===== src/rtl/core/ofr_pkg.sv =====
// Package with shared constants, types and helpers for the overlap frame reframer.
`timescale 1ns / 1ps

package ofr_pkg;

  // Ring geometry. The ring depth is a power of two so pointers wrap by truncation.
  localparam int MAX_FRAME = 64;
  localparam int RING_AW   = $clog2(MAX_FRAME);
  localparam int HELD_W    = RING_AW + 1;

  // Field and register widths.
  localparam int SAMPLE_W    = 32;
  localparam int LEN_W       = 7;
  localparam int HOP_W       = 10;
  localparam int CFG_INDEX_W = 1;
  localparam int CFG_DATA_W  = 10;

  // Register indexes.
  localparam logic [CFG_INDEX_W-1:0] REG_FRAME_LENGTH = 1'b0;
  localparam logic [CFG_INDEX_W-1:0] REG_HOP          = 1'b1;

  // Register reset values.
  localparam logic [LEN_W-1:0] FRAME_LENGTH_RESET = 7'd64;
  localparam logic [HOP_W-1:0] HOP_RESET          = 10'd32;

  // One command from the front to the back: store a sample, optionally emit a frame.
  typedef struct packed {
    logic [SAMPLE_W-1:0] word;
    logic [RING_AW-1:0]  wr_addr;
    logic                emit;
    logic [RING_AW-1:0]  start;
    logic [LEN_W-1:0]    len;
  } cmd_t;

  // Command queue status seen by both sides.
  typedef struct packed {
    logic not_empty;
    logic full;
  } queue_status_t;

  // Back end sequencer states.
  typedef enum logic {
    BK_IDLE,
    BK_EMIT
  } back_state_t;

  // Back end status for monitoring.
  typedef struct packed {
    logic emitting;
    logic last_issue;
  } back_status_t;

  // Clamp the programmed frame length to 1..MAX_FRAME.
  function automatic logic [LEN_W-1:0] eff_length(input logic [LEN_W-1:0] fl);
    logic [LEN_W-1:0] n;
    n = fl;
    if (n == '0) n = LEN_W'(1);
    if (n > LEN_W'(MAX_FRAME)) n = LEN_W'(MAX_FRAME);
    return n;
  endfunction

endpackage


===== src/rtl/core/ofr_front.sv =====
// Front end: configuration registers, skip handling and ring bookkeeping.
`timescale 1ns / 1ps

module ofr_front (
  input  logic                                 clk,
  input  logic                                 rst,
  input  logic                                 cfg_write,
  input  logic [ofr_pkg::CFG_INDEX_W-1:0]      cfg_index,
  input  logic [ofr_pkg::CFG_DATA_W-1:0]       cfg_data,
  input  logic [ofr_pkg::SAMPLE_W-1:0]         sample_word,
  input  logic                                 sample_valid,
  output logic                                 sample_stall,
  input  ofr_pkg::queue_status_t               q_status,
  output logic                                 push,
  output ofr_pkg::cmd_t                        push_cmd
);

  logic [ofr_pkg::LEN_W-1:0]   frame_length;
  logic [ofr_pkg::HOP_W-1:0]   hop;
  logic [ofr_pkg::HELD_W-1:0]  held_count, held_count_next;
  logic [ofr_pkg::RING_AW-1:0] oldest_pointer, oldest_pointer_next;
  logic [ofr_pkg::HOP_W-1:0]   skip_count, skip_count_next;

  logic                        accept;
  logic [ofr_pkg::LEN_W-1:0]   len;
  logic [ofr_pkg::HOP_W-1:0]   adv;
  logic [ofr_pkg::HELD_W-1:0]  held_after;
  logic [ofr_pkg::RING_AW-1:0] oldest_after;
  logic [ofr_pkg::RING_AW-1:0] wr_addr;
  logic                        emit;

  // Configuration writes.
  always_ff @(posedge clk) begin
    if (rst) begin
      frame_length <= ofr_pkg::FRAME_LENGTH_RESET;
      hop          <= ofr_pkg::HOP_RESET;
    end else if (cfg_write) begin
      case (cfg_index)
        ofr_pkg::REG_FRAME_LENGTH: frame_length <= cfg_data[ofr_pkg::LEN_W-1:0];
        ofr_pkg::REG_HOP:          hop          <= cfg_data[ofr_pkg::HOP_W-1:0];
        default: ;
      endcase
    end
  end

  // A beat is taken whenever the queue has room.
  assign sample_stall = q_status.full;
  assign accept       = sample_valid && !q_status.full;

  assign len = ofr_pkg::eff_length(frame_length);
  assign adv = (hop == '0) ? ofr_pkg::HOP_W'(1) : hop;

  // Where the sample lands and how the ring looks right after storing it.
  always_comb begin
    if (held_count == ofr_pkg::HELD_W'(ofr_pkg::MAX_FRAME)) begin
      wr_addr      = oldest_pointer;
      oldest_after = oldest_pointer + ofr_pkg::RING_AW'(1);
      held_after   = held_count;
    end else begin
      wr_addr      = oldest_pointer + held_count[ofr_pkg::RING_AW-1:0];
      oldest_after = oldest_pointer;
      held_after   = held_count + ofr_pkg::HELD_W'(1);
    end
    emit = (ofr_pkg::LEN_W'(held_after) >= len);
  end

  // Per accepted beat: count down a skip, keep the sample, or on emit drop hop samples or arm a skip.
  always_comb begin
    held_count_next     = held_count;
    oldest_pointer_next = oldest_pointer;
    skip_count_next     = skip_count;
    if (accept) begin
      if (skip_count != '0) begin
        skip_count_next = skip_count - ofr_pkg::HOP_W'(1);
      end else if (!emit) begin
        held_count_next     = held_after;
        oldest_pointer_next = oldest_after;
      end else if (adv <= ofr_pkg::HOP_W'(held_after)) begin
        held_count_next     = ofr_pkg::HELD_W'(ofr_pkg::HOP_W'(held_after) - adv);
        oldest_pointer_next = oldest_after + adv[ofr_pkg::RING_AW-1:0];
      end else begin
        skip_count_next     = adv - ofr_pkg::HOP_W'(held_after);
        held_count_next     = '0;
        oldest_pointer_next = '0;
      end
    end
  end

  always_ff @(posedge clk) begin
    if (rst) begin
      held_count     <= '0;
      oldest_pointer <= '0;
      skip_count     <= '0;
    end else begin
      held_count     <= held_count_next;
      oldest_pointer <= oldest_pointer_next;
      skip_count     <= skip_count_next;
    end
  end

  // Skipped samples never reach the queue.
  assign push             = accept && (skip_count == '0);
  assign push_cmd.word    = sample_word;
  assign push_cmd.wr_addr = wr_addr;
  assign push_cmd.emit    = emit;
  assign push_cmd.start   = oldest_after;
  assign push_cmd.len     = len;

endmodule


===== src/rtl/core/ofr_cmd_queue.sv =====
// Two-entry command queue between the front and the back end.
`timescale 1ns / 1ps

module ofr_cmd_queue (
  input  logic                   clk,
  input  logic                   rst,
  input  logic                   push,
  input  ofr_pkg::cmd_t          push_cmd,
  input  logic                   pop,
  output ofr_pkg::cmd_t          head,
  output ofr_pkg::queue_status_t q_status
);

  ofr_pkg::cmd_t entries [2];
  logic          wr_ptr;
  logic          rd_ptr;
  logic [1:0]    count;
  logic          do_push;
  logic          do_pop;

  assign do_push = push && (count != 2'd2);
  assign do_pop  = pop && (count != 2'd0);

  // Entry storage.
  always_ff @(posedge clk) begin
    if (do_push) begin
      entries[wr_ptr] <= push_cmd;
    end
  end

  // Pointers and fill level.
  always_ff @(posedge clk) begin
    if (rst) begin
      wr_ptr <= 1'b0;
      rd_ptr <= 1'b0;
      count  <= 2'd0;
    end else begin
      if (do_push) wr_ptr <= ~wr_ptr;
      if (do_pop)  rd_ptr <= ~rd_ptr;
      count <= count + (do_push ? 2'd1 : 2'd0) - (do_pop ? 2'd1 : 2'd0);
    end
  end

  assign head               = entries[rd_ptr];
  assign q_status.not_empty = (count != 2'd0);
  assign q_status.full      = (count == 2'd2);

endmodule


===== src/rtl/core/ofr_back.sv =====
// Back end: sample ring memory and the frame read-out sequencer.
`timescale 1ns / 1ps

module ofr_back (
  input  logic                         clk,
  input  logic                         rst,
  input  ofr_pkg::cmd_t                head,
  input  ofr_pkg::queue_status_t       q_status,
  output logic                         pop,
  output logic [ofr_pkg::SAMPLE_W-1:0] frame_sample,
  output logic                         frame_last,
  output logic                         frame_valid,
  input  logic                         frame_stall,
  output ofr_pkg::back_status_t        bk_status
);

  logic [ofr_pkg::SAMPLE_W-1:0] ring [ofr_pkg::MAX_FRAME];
  logic [ofr_pkg::SAMPLE_W-1:0] ring_q;

  ofr_pkg::back_state_t         state, state_next;
  logic [ofr_pkg::RING_AW-1:0]  rd_ptr;
  logic [ofr_pkg::LEN_W-1:0]    remaining;
  logic                         rd_en;
  logic                         last_issue;

  // Next state.
  always_comb begin
    state_next = state;
    unique case (state)
      ofr_pkg::BK_IDLE: begin
        if (pop && head.emit) state_next = ofr_pkg::BK_EMIT;
      end
      ofr_pkg::BK_EMIT: begin
        if (last_issue) state_next = ofr_pkg::BK_IDLE;
      end
      default: state_next = ofr_pkg::BK_IDLE;
    endcase
  end

  // Sequencer outputs. A read issues only when the output register is free or draining.
  always_comb begin
    pop        = 1'b0;
    rd_en      = 1'b0;
    unique case (state)
      ofr_pkg::BK_IDLE: pop   = q_status.not_empty;
      ofr_pkg::BK_EMIT: rd_en = !frame_valid || !frame_stall;
      default: ;
    endcase
    last_issue = rd_en && (remaining == ofr_pkg::LEN_W'(1));
  end

  // Ring memory: every command stores its sample, reads are registered.
  always_ff @(posedge clk) begin
    if (pop) begin
      ring[head.wr_addr] <= head.word;
    end
    if (rd_en) begin
      ring_q <= ring[rd_ptr];
    end
  end

  // Read pointer and beat count of the frame in flight.
  always_ff @(posedge clk) begin
    if (pop) begin
      rd_ptr    <= head.start;
      remaining <= head.len;
    end else if (rd_en) begin
      rd_ptr    <= rd_ptr + ofr_pkg::RING_AW'(1);
      remaining <= remaining - ofr_pkg::LEN_W'(1);
    end
  end

  // State and output register control.
  always_ff @(posedge clk) begin
    if (rst) begin
      state       <= ofr_pkg::BK_IDLE;
      frame_valid <= 1'b0;
      frame_last  <= 1'b0;
    end else begin
      state <= state_next;
      if (rd_en) begin
        frame_valid <= 1'b1;
        frame_last  <= last_issue;
      end else if (!frame_stall) begin
        frame_valid <= 1'b0;
      end
    end
  end

  assign frame_sample         = ring_q;
  assign bk_status.emitting   = (state == ofr_pkg::BK_EMIT);
  assign bk_status.last_issue = last_issue;

endmodule


===== src/rtl/core/overlap_frame_reframer_unit.sv =====
// Flow: a sample that completes a frame passes through the command queue, is popped into
// the ring while the sequencer is idle, and its frame is read through the registered ring
// output, one beat per cycle while the output is not stalled. The back end takes no new
// command while it reads a frame out of the single-port ring; the front takes a beat per
// cycle into a two-entry queue while it is not full. Reset (rst, synchronous) empties the
// ring bookkeeping and queue, sets frame_length to 64 and hop to 32; ring contents stay.
`timescale 1ns / 1ps

module overlap_frame_reframer_unit (
  input  logic                                 clk,
  input  logic                                 rst,
  input  logic                                 cfg_write,
  input  logic [ofr_pkg::CFG_INDEX_W-1:0]      cfg_index,
  input  logic [ofr_pkg::CFG_DATA_W-1:0]       cfg_data,
  input  logic [ofr_pkg::SAMPLE_W-1:0]         sample_word,
  input  logic                                 sample_valid,
  output logic                                 sample_stall,
  output logic [ofr_pkg::SAMPLE_W-1:0]         frame_sample,
  output logic                                 frame_last,
  output logic                                 frame_valid,
  input  logic                                 frame_stall
);

  ofr_pkg::cmd_t          push_cmd;
  ofr_pkg::cmd_t          head;
  ofr_pkg::queue_status_t q_status;
  ofr_pkg::back_status_t  bk_status;
  logic                   push;
  logic                   pop;

  // Front end: accepts beats and decides what each one does.
  ofr_front u_front (
    .clk          (clk),
    .rst          (rst),
    .cfg_write    (cfg_write),
    .cfg_index    (cfg_index),
    .cfg_data     (cfg_data),
    .sample_word  (sample_word),
    .sample_valid (sample_valid),
    .sample_stall (sample_stall),
    .q_status     (q_status),
    .push         (push),
    .push_cmd     (push_cmd)
  );

  // Command queue decouples the two halves.
  ofr_cmd_queue u_queue (
    .clk      (clk),
    .rst      (rst),
    .push     (push),
    .push_cmd (push_cmd),
    .pop      (pop),
    .head     (head),
    .q_status (q_status)
  );

  // Back end: stores samples and reads frames out.
  ofr_back u_back (
    .clk          (clk),
    .rst          (rst),
    .head         (head),
    .q_status     (q_status),
    .pop          (pop),
    .frame_sample (frame_sample),
    .frame_last   (frame_last),
    .frame_valid  (frame_valid),
    .frame_stall  (frame_stall),
    .bk_status    (bk_status)
  );

  // The back end never takes a command from an empty queue.
  assert property (@(posedge clk) disable iff (rst) pop |-> q_status.not_empty)
    else $error("command popped from an empty queue");

  // A new frame beat only appears while the sequencer is emitting.
  assert property (@(posedge clk) disable iff (rst)
    $rose(frame_valid) |-> $past(bk_status.emitting))
    else $error("output beat without an active frame");

  // The final read of a frame shows up as a flagged last beat.
  assert property (@(posedge clk) disable iff (rst)
    bk_status.last_issue |=> (frame_valid && frame_last))
    else $error("final frame beat not flagged as last");

endmodule

===== config.mk =====
export PLATFORM = sky130hd
export DESIGN_NAME = overlap_frame_reframer_unit
export DESIGN_NICKNAME = d
export VERILOG_FILES = /design/src/rtl/core/ofr_pkg.sv /design/src/rtl/core/ofr_front.sv /design/src/rtl/core/ofr_cmd_queue.sv /design/src/rtl/core/ofr_back.sv /design/src/rtl/core/overlap_frame_reframer_unit.sv
export SDC_FILE = /design/constraint.sdc
export NUM_CORES = 2
export LEC_CHECK = 0
export BUFFER_PORTS_ARGS = -buffer_cell sky130_fd_sc_hd__buf_2
export CAP_MARGIN = 0
export CORE_MARGIN = 2
export CORE_UTILIZATION = 36
export CTS_CLUSTER_SIZE = 40
export DETAILED_ROUTE_END_ITERATION = 8
export PLACE_DENSITY = 0.57
export SLEW_MARGIN = 20
export SYNTH_ARGS = -nofsm -noshare
export SYNTH_HDL_FRONTEND = slang
export SYNTH_SLANG_ARGS = --single-unit

===== constraint.sdc =====
create_clock -name clk -period 9.3 [get_ports clk]
set_input_delay 1.86 -clock clk [delete_from_list [all_inputs] [get_ports clk]]
set_output_delay 1.86 -clock clk [all_outputs]
set_load 0.03 [all_outputs]

==> results.cfg <==
[route]
vias_per_cell = 5.556
drt_pre_antenna_iters = 7
vias = 41872
post-route-drc-count = 0
drtAntennaViolNets = 0
totalWireLength_um = 224900
wl_per_cell_um = 29.83
detail_route.iter0.violations = 4751

[layout]
drive_gt1_share_pct = 26.01
n_fill_cell = 20686
area_growth_pct = 13.73
nets = 4277

[pwr]
irDropWorstVdd_mv = 0.3648
power_leakage_nw = 30.51
p_total_mw = 31.68
p_per_area_nw_per_um2 = 322.8

[critical_path]
cp_max_fo = 13
critical-path-max-stage-delay_ns = 0.69
path_depth = 14
reg2regPathDepth = 14
crit_path_cell_trace = inv_1 -> ha_1 -> nor4b_1 -> nand3b_1 -> mux2i_1 -> inv_1 -> ha_1 -> nand2_1 -> o21ai_0 -> a31oi_2 -> inv_2 -> a21oi_4 -> or2b_2 -> o31ai_1
critPathArrivalTime_ns = 5.02
startpoint = u_front.held_count[1]$_SDFFE_PP0P_
ff2ff_setup_slack_ns = 4.97
critPathBufInv = 3
r2r_start = u_front.held_count[1]$_SDFFE_PP0P_
crit_family = compound AO/OA/AOI/OAI gates
worstSetupStartpointType = flop
end_kind = flop
crit_required_ns = 9.99
worstSetupEndpoint = u_front.skip_count[5]$_SDFFE_PP0P_
r2r_end = u_front.skip_count[5]$_SDFFE_PP0P_
critPathKind = flop to flop
crit_slowest_cell = a31oi_2

[place]
hpwl_um = 115300
portBuffers = 82
place.gp.congestion = 0.7842

[min_path]
hold_path.class = flop to flop

[clock_tree]
cts_buffer_depth = 3
clk_pin_slew_worst_paths_ns = 0.06
cts_hold_buf = 0
numCtsBuffers = 217
clkLatencyLatePin_ns = 0.87
cts-root-buf = clkbuf_16
cts_setup_buffers = 0
h-tree-depth = 4
ctsResizeCount = 0
cts_tree = built
clock-sinks = 2245

[floorplan]
die_x_um = 493.7
die_y_um = 493.7
start_util_pct = 36.26
die_area_um2 = 243700
fp.coreArea_um2 = 238100
rows = 179
ios = 83

[sta]
clock_skew_ns = 0.05208
rsz0062_at_grt = false
drv_slew = 0
post-route-period-util_pct = 46.56
relSlewSlack_pct = 30.70
finalSetupViolCount = 0
tightest_slew_ns = 1.040
fin_crit_ns = 4.330
finalHoldViolCount = 0
timing.fmax_mhz = 230.9
fin_tns_setup_ns = 0

[global_routing]
grt_pass1_vias = 43109
antenna_found_initial = 11
grt_max_degree = 130
grt.overflow.total = 0
use_met3_pct = 3.885
busiest_layer = met2
globalRouteTotalUtil_pct = 18.25
gr-usage-met1_pct = 25.63
grt_util_met2_pct = 28.79
grt_pass1_wl_um = 317500

[yosys]
synth_top_family_by_area = multiplexers
synth_top_cell_area_share_pct = 76.43
synth_fa_ha_area_share_pct = 0.6581
synth_area_um2 = 86320
yosys-top-cells-area = edfxtp_1 76%, mux4_2 13%, a22oi_1 1.4%
synth.largest_area_cell = edfxtp_1
syn_area_per_cell_um2 = 21.72
yosysMostFrequentCell = edfxtp_1
synth_compound_area_share_pct = 4.279
async_flop_share_pct = 0
yosys_warnings = 0
synth_xor_area_share_pct = 0.3653
ys_seq_area_share_pct = 77.54
syn-num-nets = 4065
ys.flop_type = edfxtp_1
synth_edf_count = 2197
synth_seq_cells = 2245
netlist_instances = 3974
muxShareOfSynthArea_pct = 14.04
synthTopCellsByCount = 2197 x edfxtp_1, 512 x mux4_2, 160 x a22oi_1
synth-simple-area-share_pct = 1.761
synth_cell_types = 76

[run_status]
status = complete, no violations

[flow_run]
drv_cap = 0
==> cells in the final DEF (no fill, tap or decap), types with 33 or more instances in the layout <==
cell and count:
clkbuf_1 56, nor2_1 47, a21oi_1 41, buf_2 82, mux4_2 512, a22oi_1 160
edfxtp_1 2197, a221oi_1 71, o21ai_0 33, clkinv_2 34, clkbuf_16 219, nor2_4 68
inv_1 43, ha_1 39, mux2_2 34, buf_4 118, a22o_1 64, dfxtp_1 47
nand2_1 141, clkinv_1 58
==> cell families (layout without fill, tap and decap cells) <==
kind of cell | count (synthesis) | after routing
AO/OA/AOI/OAI | 476 | 476
XOR/XNOR | 36 | 36
adder cells (fa/ha/maj) | 43 | 43
buffers and inverters | 263 | 657
flip-flops | 2245 | 2245
multiplexers | 566 | 566
other | 0 | 2
AND/OR/NAND/NOR | 345 | 345
==> state kept, by name, indices dropped and copies added, names as in the netlist, named ones only <==
name / flops
u_back.frame_valid: 1
u_back.frame_sample: 32
u_back.frame_last: 1
u_queue.wr_ptr: 1
u_front.frame_length: 7
u_front.held_count: 7
u_back.ring: 2048
u_queue.rd_ptr: 1
u_back.state: 1
u_queue.count: 2
u_back.rd_ptr: 6
u_queue.entries: 104
u_front.skip_count: 10
u_back.remaining: 7
u_front.hop: 10
u_front.oldest_pointer: 6
==> cell type report <==
class	instances	area (µm²)	area share [%]
flip-flops and latches	2245	66940	68.19
multi-input cells	1466	18750	19.10
clock buffers	278	5732	5.839
well taps	3167	3963	4.037
repair buffers	209	1476	1.504
clock inverters	123	1127	1.148
inverters	47	176.4	0.1797
diodes	2	5.005	0.005098
==> worst reg2reg max path: stages (launching register included) <==
cell	delay, ns
dfxtp_1	0.37
inv_1	0.13
ha_1	0.15
nor4b_1	0.29
nand3b_1	0.34
mux2i_1	0.60
inv_1	0.20
ha_1	0.33
nand2_1	0.06
o21ai_0	0.11
a31oi_2	0.69
inv_2	0.27
a21oi_4	0.32
or2b_2	0.23
o31ai_1	0.09
==> how the worst min path moves through the flow <==
stage	cells past startpoint	from	to
floorplan	2	u_front.hop[0]$_SDFFE_PP0P_	u_front.hop[0]$_SDFFE_PP0P_
global placement	2	u_front.hop[0]$_SDFFE_PP0P_	u_front.hop[0]$_SDFFE_PP0P_
detailed placement	2	u_front.hop[0]$_SDFFE_PP0P_	u_front.hop[0]$_SDFFE_PP0P_
CTS	2	u_front.hop[0]$_SDFFE_PP0P_	u_front.hop[0]$_SDFFE_PP0P_
global route	2	u_front.hop[0]$_SDFFE_PP0P_	u_front.hop[0]$_SDFFE_PP0P_
finish	2	u_front.hop[0]$_SDFFE_PP0P_	u_front.hop[0]$_SDFFE_PP0P_
==> power breakdown <==
| group | internal (mW) | switching (mW) | total [mW] | leakage (nW) |
|---|---|---|---|---|
| clock | 4.75 | 3.79 | 8.54 | 3.32 |
| combinational | 3.38 | 6.53 | 9.91 | 7.01 |
| sequential | 13.0 | 0.269 | 13.2 | 20.2 |
| total | 21.1 | 10.6 | 31.7 | 30.5 |
==> through the flow <==
| stage | instance area, µm² | hold WS (ns) | std cells | setup slack, ns | utilization, % |
|---|---|---|---|---|---|
| 2_1_floorplan | 86320 | 0.4364 | 3974 | 4.123 | - |
| 3_3_place_gp | 91300 | 0.4462 | 7134 | 4.614 | 38.35 |
| 3_5_place_dp | 91300 | 0.4503 | 7134 | 4.536 | 38.35 |
| 4_1_cts | 98160 | 0.4779 | 7535 | 5.072 | 41.23 |
| 5_1_grt | 98160 | 0.5043 | 7536 | 4.533 | 41.23 |
| 6_report | 98170 | 0.4714 | 7537 | 4.970 | 41.23 |
==> metal layers <==
metal,up-vias,share of wire (%)
met5,-,0.032
met4,10,2.6
met3,280,7.7
met2,1597,47
met1,22703,42
li1,17282,-
No activity file was read; power rests on OpenSTA's default activity.
